`config.mk`:
```
export PLATFORM = sky130hd
export DESIGN_NAME = bounded_bag_insert_query_remove_top
export DESIGN_NICKNAME = d
export VERILOG_FILES = /design/src/rtl/bbag_pkg.sv /design/src/rtl/bbag_dp.sv /design/src/rtl/bbag_ctrl.sv /design/src/rtl/bounded_bag_insert_query_remove_top.sv
export VERILOG_INCLUDE_DIRS = /design/src /design/src/rtl
export SDC_FILE = /design/constraint.sdc
export NUM_CORES = 2
export LEC_CHECK = 0
export ABC_AREA = 1
export BUFFER_PORTS_ARGS = -buffer_cell sky130_fd_sc_hd__buf_2
export CAP_MARGIN = 20
export CORE_UTILIZATION = 40
export DETAILED_ROUTE_END_ITERATION = 6
export PLACE_DENSITY_LB_ADDON = 0.05
export SKIP_LAST_GASP = 1
export SLEW_MARGIN = 20
export SYNTH_ARGS = -nofsm -noshare
export SYNTH_HDL_FRONTEND = slang
export SYNTH_SLANG_ARGS = --single-unit
```
`constraint.sdc`:
```
create_clock -name clk -period 5.3 [get_ports clk]
set_clock_uncertainty 0.15 [all_clocks]
set_input_delay 1.06 -clock clk [delete_from_list [all_inputs] [get_ports clk]]
set_output_delay 1.06 -clock clk [all_outputs]
set_load 0.05 [all_outputs]
```
`src/rtl/bounded_bag_insert_query_remove_top_assert.svh`:
```
// ----------------------------------------------------------------------------
// Bounded bag assertion macros
// Concurrent assertion wrappers; they expand to nothing when SYNTH is set.
// ----------------------------------------------------------------------------
`ifndef BOUNDED_BAG_INSERT_QUERY_REMOVE_TOP_ASSERT_SVH
`define BOUNDED_BAG_INSERT_QUERY_REMOVE_TOP_ASSERT_SVH

`ifndef SYNTH
// Plain property, sampled on the rising clock, off during reset.
`define BBAG_ASSERT(lbl, clk, rst_n, prop, msg) \
  lbl: assert property (@(posedge clk) disable iff (!rst_n) (prop)) else $error(msg);
// Condition in this cycle implies a consequence in the next one.
`define BBAG_ASSERT_NEXT(lbl, clk, rst_n, ante, cons, msg) \
  lbl: assert property (@(posedge clk) disable iff (!rst_n) (ante) |=> (cons)) \
    else $error(msg);
`else
`define BBAG_ASSERT(lbl, clk, rst_n, prop, msg)
`define BBAG_ASSERT_NEXT(lbl, clk, rst_n, ante, cons, msg)
`endif

`endif

```
`src/rtl/bbag_pkg.sv`:
```
// ----------------------------------------------------------------------------
// Bounded bag package
// Sizes, request codes, controller states and control/status bundles.
// ----------------------------------------------------------------------------
package bbag_pkg;

  localparam int DEPTH   = 64;
  localparam int AW      = (DEPTH > 1) ? $clog2(DEPTH) : 1;
  localparam int CW      = $clog2(DEPTH + 1);
  localparam int CW1     = CW + 1;
  localparam int CAP_W   = 7;
  localparam int FILL_W  = 7;
  localparam int VAL_W   = 32;
  localparam int REQ_W   = 2;
  localparam int CMP_W   = (CW > CAP_W) ? CW : CAP_W;

  localparam logic [CAP_W-1:0] CAP_RESET = 7'd64;

  typedef enum logic [REQ_W-1:0] {
    REQ_INSERT = 2'd0,
    REQ_QUERY  = 2'd1,
    REQ_REMOVE = 2'd2
  } req_t;

  typedef enum logic [2:0] {
    ST_IDLE,
    ST_DISPATCH,
    ST_SCAN_RD,
    ST_SCAN_CMP,
    ST_SHIFT_RD,
    ST_SHIFT_WR,
    ST_FINISH
  } state_t;

  typedef struct packed {
    logic load;       // latch request, clear index and flag
    logic ins;        // append key at count, bump count, set flag
    logic set_ok;     // set success flag
    logic rd_scan;    // read entry at index
    logic rd_shift;   // read entry at index + 1
    logic wr_shift;   // move read entry down to index, advance index
    logic idx_inc;    // advance index
    logic dec_count;  // drop one from count
    logic publish;    // load result register
  } ctrl_cmd_t;

  typedef struct packed {
    logic [REQ_W-1:0] req;
    logic             cnt_zero;
    logic             can_ins;
    logic             hit;
    logic             last;   // index + 1 reaches count
    logic             last2;  // index + 2 reaches count
    logic [CW-1:0]    count;
  } dp_status_t;

endpackage

```
`src/rtl/bbag_dp.sv`:
```
// ----------------------------------------------------------------------------
// Bounded bag datapath
// Entry memory, count, capacity, scan index and result register.
// ----------------------------------------------------------------------------
module bbag_dp (
  input  logic                        clk,
  input  logic                        rst_n,
  input  logic                        cfg_wr_en,
  input  logic [bbag_pkg::CAP_W-1:0]  cfg_wr_data,
  input  logic [bbag_pkg::REQ_W-1:0]  in_req_type,
  input  logic signed [bbag_pkg::VAL_W-1:0] in_value,
  input  bbag_pkg::ctrl_cmd_t         cmd,
  output bbag_pkg::dp_status_t        sts,
  output logic                        out_success,
  output logic [bbag_pkg::FILL_W-1:0] out_fill_count
);
  import bbag_pkg::*;

  logic [VAL_W-1:0]  mem [DEPTH];
  logic [VAL_W-1:0]  rd_data_r;
  logic [CW-1:0]     count_r;
  logic [CAP_W-1:0]  cap_r;
  logic [REQ_W-1:0]  req_r;
  logic [VAL_W-1:0]  key_r;
  logic [AW-1:0]     idx_r;
  logic              ok_r;
  logic              out_success_r;
  logic [FILL_W-1:0] out_fill_count_r;

  logic [CW1-1:0]    idx_p1;
  logic [CW1-1:0]    idx_p2;
  logic              wr_en;
  logic [AW-1:0]     wr_addr;
  logic [VAL_W-1:0]  wr_data;
  logic              rd_en;
  logic [AW-1:0]     rd_addr;

  assign idx_p1 = CW1'(idx_r) + CW1'(1);
  assign idx_p2 = CW1'(idx_r) + CW1'(2);

  assign wr_en   = cmd.ins | cmd.wr_shift;
  assign wr_addr = cmd.ins ? count_r[AW-1:0] : idx_r;
  assign wr_data = cmd.ins ? key_r : rd_data_r;
  assign rd_en   = cmd.rd_scan | cmd.rd_shift;
  assign rd_addr = cmd.rd_shift ? idx_p1[AW-1:0] : idx_r;

  always_ff @(posedge clk) begin
    if (wr_en) begin
      mem[wr_addr] <= wr_data;
    end
  end

  always_ff @(posedge clk) begin
    if (rd_en) begin
      rd_data_r <= mem[rd_addr];
    end
  end

  // control state: count and capacity
  always_ff @(posedge clk) begin
    if (!rst_n) begin
      count_r <= '0;
      cap_r   <= CAP_RESET;
    end else begin
      if (cfg_wr_en) begin
        cap_r <= cfg_wr_data;
      end
      if (cmd.ins) begin
        count_r <= count_r + CW'(1);
      end else if (cmd.dec_count) begin
        count_r <= count_r - CW'(1);
      end
    end
  end

  always_ff @(posedge clk) begin
    if (cmd.load) begin
      req_r <= in_req_type;
      key_r <= in_value;
      idx_r <= '0;
      ok_r  <= 1'b0;
    end else begin
      if (cmd.ins || cmd.set_ok) begin
        ok_r <= 1'b1;
      end
      if (cmd.idx_inc || cmd.wr_shift) begin
        idx_r <= idx_r + AW'(1);
      end
    end
    if (cmd.publish) begin
      out_success_r    <= ok_r;
      out_fill_count_r <= FILL_W'(count_r);
    end
  end

  assign sts.req      = req_r;
  assign sts.cnt_zero = (count_r == '0);
  assign sts.can_ins  = (CMP_W'(count_r) < CMP_W'(cap_r)) && (count_r < CW'(DEPTH));
  assign sts.hit      = (rd_data_r == key_r);
  assign sts.last     = (idx_p1 >= CW1'(count_r));
  assign sts.last2    = (idx_p2 >= CW1'(count_r));
  assign sts.count    = count_r;

  assign out_success    = out_success_r;
  assign out_fill_count = out_fill_count_r;

endmodule

```
`src/rtl/bbag_ctrl.sv`:
```
// ----------------------------------------------------------------------------
// Bounded bag controller
// Sequences insert, scan and shift steps; owns both handshakes.
// ----------------------------------------------------------------------------
module bbag_ctrl (
  input  logic                 clk,
  input  logic                 rst_n,
  input  logic                 in_valid,
  output logic                 in_stall,
  output logic                 out_valid,
  input  logic                 out_stall,
  input  bbag_pkg::dp_status_t sts,
  output bbag_pkg::ctrl_cmd_t  cmd
);
  import bbag_pkg::*;

  state_t state_r, state_nxt;
  logic   out_valid_r, out_valid_nxt;

  always_ff @(posedge clk) begin
    if (!rst_n) begin
      state_r     <= ST_IDLE;
      out_valid_r <= 1'b0;
    end else begin
      state_r     <= state_nxt;
      out_valid_r <= out_valid_nxt;
    end
  end

  always_comb begin
    state_nxt     = state_r;
    cmd           = '0;
    in_stall      = 1'b1;
    out_valid_nxt = out_valid_r & out_stall;
    unique case (state_r)
      ST_IDLE: begin
        in_stall = 1'b0;
        if (in_valid) begin
          cmd.load  = 1'b1;
          state_nxt = ST_DISPATCH;
        end
      end
      ST_DISPATCH: begin
        unique case (sts.req) inside
          REQ_INSERT: begin
            cmd.ins   = sts.can_ins;
            state_nxt = ST_FINISH;
          end
          REQ_QUERY, REQ_REMOVE: begin
            state_nxt = sts.cnt_zero ? ST_FINISH : ST_SCAN_RD;
          end
          default: begin
            state_nxt = ST_FINISH;
          end
        endcase
      end
      ST_SCAN_RD: begin
        cmd.rd_scan = 1'b1;
        state_nxt   = ST_SCAN_CMP;
      end
      ST_SCAN_CMP: begin
        if (sts.hit) begin
          if (sts.req == REQ_REMOVE && !sts.last) begin
            state_nxt = ST_SHIFT_RD;
          end else begin
            cmd.set_ok    = 1'b1;
            cmd.dec_count = (sts.req == REQ_REMOVE);
            state_nxt     = ST_FINISH;
          end
        end else if (sts.last) begin
          state_nxt = ST_FINISH;
        end else begin
          cmd.idx_inc = 1'b1;
          state_nxt   = ST_SCAN_RD;
        end
      end
      ST_SHIFT_RD: begin
        cmd.rd_shift = 1'b1;
        state_nxt    = ST_SHIFT_WR;
      end
      ST_SHIFT_WR: begin
        cmd.wr_shift = 1'b1;
        if (sts.last2) begin
          cmd.set_ok    = 1'b1;
          cmd.dec_count = 1'b1;
          state_nxt     = ST_FINISH;
        end else begin
          state_nxt = ST_SHIFT_RD;
        end
      end
      ST_FINISH: begin
        if (!out_valid_r || !out_stall) begin
          cmd.publish   = 1'b1;
          out_valid_nxt = 1'b1;
          state_nxt     = ST_IDLE;
        end
      end
      default: begin
        state_nxt = ST_IDLE;
      end
    endcase
  end

  assign out_valid = out_valid_r;

endmodule

```
`src/rtl/bounded_bag_insert_query_remove_top.sv`:
```
// ----------------------------------------------------------------------------
// Bounded bag, insert / query / remove
// Unsorted packed bag of signed 32-bit values with a configurable capacity.
// ----------------------------------------------------------------------------
//
//  channel | ports                                      | dir
//  --------+--------------------------------------------+-----
//  request | in_valid, in_stall, in_req_type, in_value  | in
//  result  | out_valid, out_stall, out_success,         | out
//          | out_fill_count                             |
//  config  | cfg_wr_en, cfg_wr_data (capacity)          | in
//
//  Steps per request: an insert or unknown code, or a query/remove on an empty
//  bag, goes through dispatch and finish; a query reads and compares entries
//  one at a time up to the first match or the end; a remove then reads and
//  writes each later entry to shift it down. Each step reads at most one entry.
//  Reset (rst_n low, synchronous) empties the bag and sets capacity to 64.
//  A stalled result holds in the output register; the next request is still
//  taken and runs until its own result needs that register.
//
`include "bounded_bag_insert_query_remove_top_assert.svh"

module bounded_bag_insert_query_remove_top (
  input  logic                              clk,
  input  logic                              rst_n,
  input  logic                              cfg_wr_en,
  input  logic [bbag_pkg::CAP_W-1:0]        cfg_wr_data,
  input  logic                              in_valid,
  output logic                              in_stall,
  input  logic [bbag_pkg::REQ_W-1:0]        in_req_type,
  input  logic signed [bbag_pkg::VAL_W-1:0] in_value,
  output logic                              out_valid,
  input  logic                              out_stall,
  output logic                              out_success,
  output logic [bbag_pkg::FILL_W-1:0]       out_fill_count
);
  import bbag_pkg::*;

  ctrl_cmd_t  cmd;
  dp_status_t sts;

  // sequencer: walks each request through its steps, owns valid and stall
  bbag_ctrl u_ctrl (
    .clk       (clk),
    .rst_n     (rst_n),
    .in_valid  (in_valid),
    .in_stall  (in_stall),
    .out_valid (out_valid),
    .out_stall (out_stall),
    .sts       (sts),
    .cmd       (cmd)
  );

  // storage and compare: entries, count, capacity, result register
  bbag_dp u_dp (
    .clk            (clk),
    .rst_n          (rst_n),
    .cfg_wr_en      (cfg_wr_en),
    .cfg_wr_data    (cfg_wr_data),
    .in_req_type    (in_req_type),
    .in_value       (in_value),
    .cmd            (cmd),
    .sts            (sts),
    .out_success    (out_success),
    .out_fill_count (out_fill_count)
  );

  // fill count never passes the entry store size
  `BBAG_ASSERT(a_count_bound, clk, rst_n, sts.count <= CW'(DEPTH), "count above DEPTH")

  // an accepted beat makes the sequencer busy in the next cycle
  `BBAG_ASSERT_NEXT(a_accept_busy, clk, rst_n, in_valid && !in_stall, in_stall, "not busy after accept")

  // count moves by at most one per cycle
  `BBAG_ASSERT(a_count_step, clk, rst_n, !$past(rst_n) || sts.count == $past(sts.count) || sts.count == $past(sts.count) + CW'(1) || sts.count == $past(sts.count) - CW'(1), "count jumped")

  // a result is loaded only when the output register is free or draining
  `BBAG_ASSERT(a_publish_free, clk, rst_n, !cmd.publish || !out_valid || !out_stall, "result overwritten")

endmodule

```
==> results by group <==
Run status
  • Outcome: finished clean

Placement
  • Post-DP Area: 99350 sq um
  • Final GP Congestion: 0.8214
  • DP HPWL: 161.6 mm
  • Port Buffers: 55

Timing
  • Tightest Pin Transition: 1295 ps
  • Max Clock Freq: 237.4 MHz
  • Sum of negative setup slack: 0 ps
  • Final worst path period share: 79.46%
  • Slew headroom: 13.68%
  • Slew Limit Fails: 0
  • Final setup viols: 0
  • Final Hold Viols: 0
  • Unrepaired setup endpoints after global routing: no
  • Tmin final: 4212 ps

Cells and area
  • Area added between synthesis and finish: 13.31%
  • Post-route cell area: 106900 sq um
  • Multi-input logic area: 24700 sq um
  • Fraction of layout cells with a size suffix above 1: 8.824%
  • Filler cells: 21690
  • Register Area: 64220 sq um
  • Layout Nets: 8355

Yosys
  • Seq cells post-synth: 2147
  • Synth warn: 0
  • Sequential share of the synthesized area: 68.05%
  • Syn_area_per_cell: 11.32 sq um
  • Number of flops mapped to enable cells by yosys: 2122
  • Ys flop type: edfxtp_1
  • Cells after Synth: 8336
  • Syn Std Cell Area: 94370 sq um
  • Yosys cell types: 43
  • Syn Nets: 8412
  • FFs w/ async S/R, synth: 0%

Worst setup path
  • Crit-path max FO: 30
  • R2r setup slk: 1090 ps
  • Critical Path AT: 4560 ps
  • CP Launch Type: register
  • Critical Path Sink Type: register
  • Worst setup path class: reg2reg
  • Crit path required time: 5650 ps

Clocking
  • Clk sinks: 2147
  • Cts hold-fix bufs: 0
  • CTS tree: built
  • Clock latency on the worst-skew pair: 870 ps
  • TritonCTS Buffers: 237
  • Worst-path clk slew: 70 ps
  • Post_cts resized: 0
  • Post-CTS setup buffers: 0
  • Max clock buf depth: 3
  • Root Buffer: clkbuf_16
  • H-Tree Depth: 4

Routing
  • DRC viols: 0
  • Vias/cell: 5.350
  • DR iter-0 viols: 5555
  • Post-DRT Antenna Nets: 0
  • Vias after detailed routing: 62200
  • Drt first pass iters: 6
  • WL per Instance: 25.19 microns
  • Final wirelength: 292.9 mm

GRT
  • Vias in the first global route: 59790
  • Largest net degree at the start of global routing: 167
  • GR Overflow Total: 0
  • Initial antenna violation count: 17
  • Total GRT Usage: 24.45%
  • Global-route wire length before repair: 426.4 mm

Die
  • Chip height: 487.7 microns
  • Die width: 487.7 microns
  • Die area: 237900 sq um
  • Initial core utilization: 40.39%
  • Core area: 233600 sq um
  • Site Rows: 177
  • Io pins: 56

Power and ir drop
  • Maximum vdd drop: 0.5504 mV
  • Leakage power: 40.28 nW
  • Final Power: 59.28 mW
  • Power Density: 554.4 nW/um^2

Flow run
  • Max-cap violations: 0

Min path
  • Worst min path class: in2reg
-- registers in the layout, indices dropped and copies added (netlist names) --
| name | count |
|---|---|
| u_dp.mem | 2048 |
| u_dp.key_r | 32 |
| u_dp.rd_data_r | 32 |
| u_dp.cap_r | 7 |
| u_dp.count_r | 7 |
| u_dp.out_fill_count | 7 |
| u_dp.idx_r | 6 |
| u_ctrl.state_r | 3 |
| u_dp.req_r | 2 |
| u_ctrl.out_valid | 1 |
| u_dp.ok_r | 1 |
| u_dp.out_success | 1 |
-- routing by layer --
metal  vias up  global-route usage (%)  part of all wire (%)
met5         -                       0                     0
met4         0                   5.797                   2.1
met3       347                   3.508                   5.8
met2      1792                   39.81                    47
met1     31190                   34.37                    45
li1      28870                       -                     -
-- path summary, 6_finish.rpt --
kind / from / endpoint / cells past startpoint
min: in_value[7] / u_dp.key_r[7] / 1
max reg2reg: u_ctrl.state_r[2] / u_dp.mem[51][22] / 8
max: u_ctrl.state_r[2] / u_dp.mem[51][22] / 8
min reg2reg: u_dp.cap_r[4] / u_dp.cap_r[4] / 2
-- synth_stat cells, drive strengths merged (6+ instances only) --
| cell | count | share of area [%] |
|---|---|---|
| edfxtp | 2122 | 68 |
| nand3 | 2101 | 11 |
| nand2 | 1477 | 5.9 |
| inv | 969 | 3.9 |
| nand3b | 759 | 6.0 |
| buf | 351 | 1.8 |
| clkbuf | 213 | 0.85 |
| nor2 | 106 | 0.44 |
| or2 | 35 | 0.23 |
| o21ai | 30 | 0.21 |
| xnor2 | 30 | 0.28 |
| ha | 29 | 0.38 |
| mux2 | 28 | 0.33 |
| a21oi | 27 | 0.14 |
| dfxtp | 25 | 0.53 |
| nand4 | 11 | 0.13 |
| xor2 | 6 | 0.056 |
-- stage by stage --
stage,std cells,worst slack [ps],utilization (%),hold slack (ps)
final,11630,1088,45.77,217.3
after global routing,11620,893.9,45.77,153.2
after CTS,11620,1114,45.76,137.1
after detailed placement,11170,1123,42.52,311.4
after global placement,11170,1174,42.52,321.2
after floorplan,8336,482.6,-,259.7
-- kinds of logic after synthesis --
kind of cell / after synthesis / synth area share, %
AOI/OAI and AO/OA: 64 / 0.4137
DFF: 2147 / 68.05
muxes: 28 / 0.3341
and+or+nand+nor: 4496 / 23.92
buffers and inverters: 1535 / 6.538
xor gates and xnor gates: 36 / 0.3341
adders and majority gates: 30 / 0.4057
-- placed cells by master (no fill, tap or decap), types with 65 or more instances in the layout --
| master | n |
|---|---|
| nand3_1 | 2099 |
| inv_1 | 961 |
| buf_12 | 77 |
| nor2_4 | 66 |
| edfxtp_1 | 2122 |
| clkbuf_16 | 240 |
| nand2_1 | 1470 |
| buf_4 | 136 |
| clkinv_1 | 65 |
| nand3b_1 | 759 |
-- power by group --
part	leakage, nW	total [mW]	internal, mW	switching, mW
Clock	3.71	16.2	9.31	6.88
Sequential	19.3	22.3	22.0	0.308
Combinational	17.3	20.8	5.09	15.7
Total	40.3	59.3	36.4	22.9
-- area by class of cell --
class | count | area share (%)
Antenna cell | 7 | 0.01638
Inverter | 971 | 3.425
Timing Repair Buffer | 268 | 2.654
Clock inverter | 149 | 1.212
Multi-Input combinational cell | 4654 | 23.10
Sequential cell | 2147 | 60.06
Clock buffer | 299 | 5.870
Tap cell | 3132 | 3.665
-- worst max-delay path, stage by stage, from the launching register on --
cell and delay (ps):
dfxtp_1 430, nor2_4 170, nand2_1 100, a211oi_1 400, nand2_4 340, o21ai_2 500, nand4_2 770, nor2_4 480
buf_4 450
No activity file was read; power rests on OpenSTA's default activity.
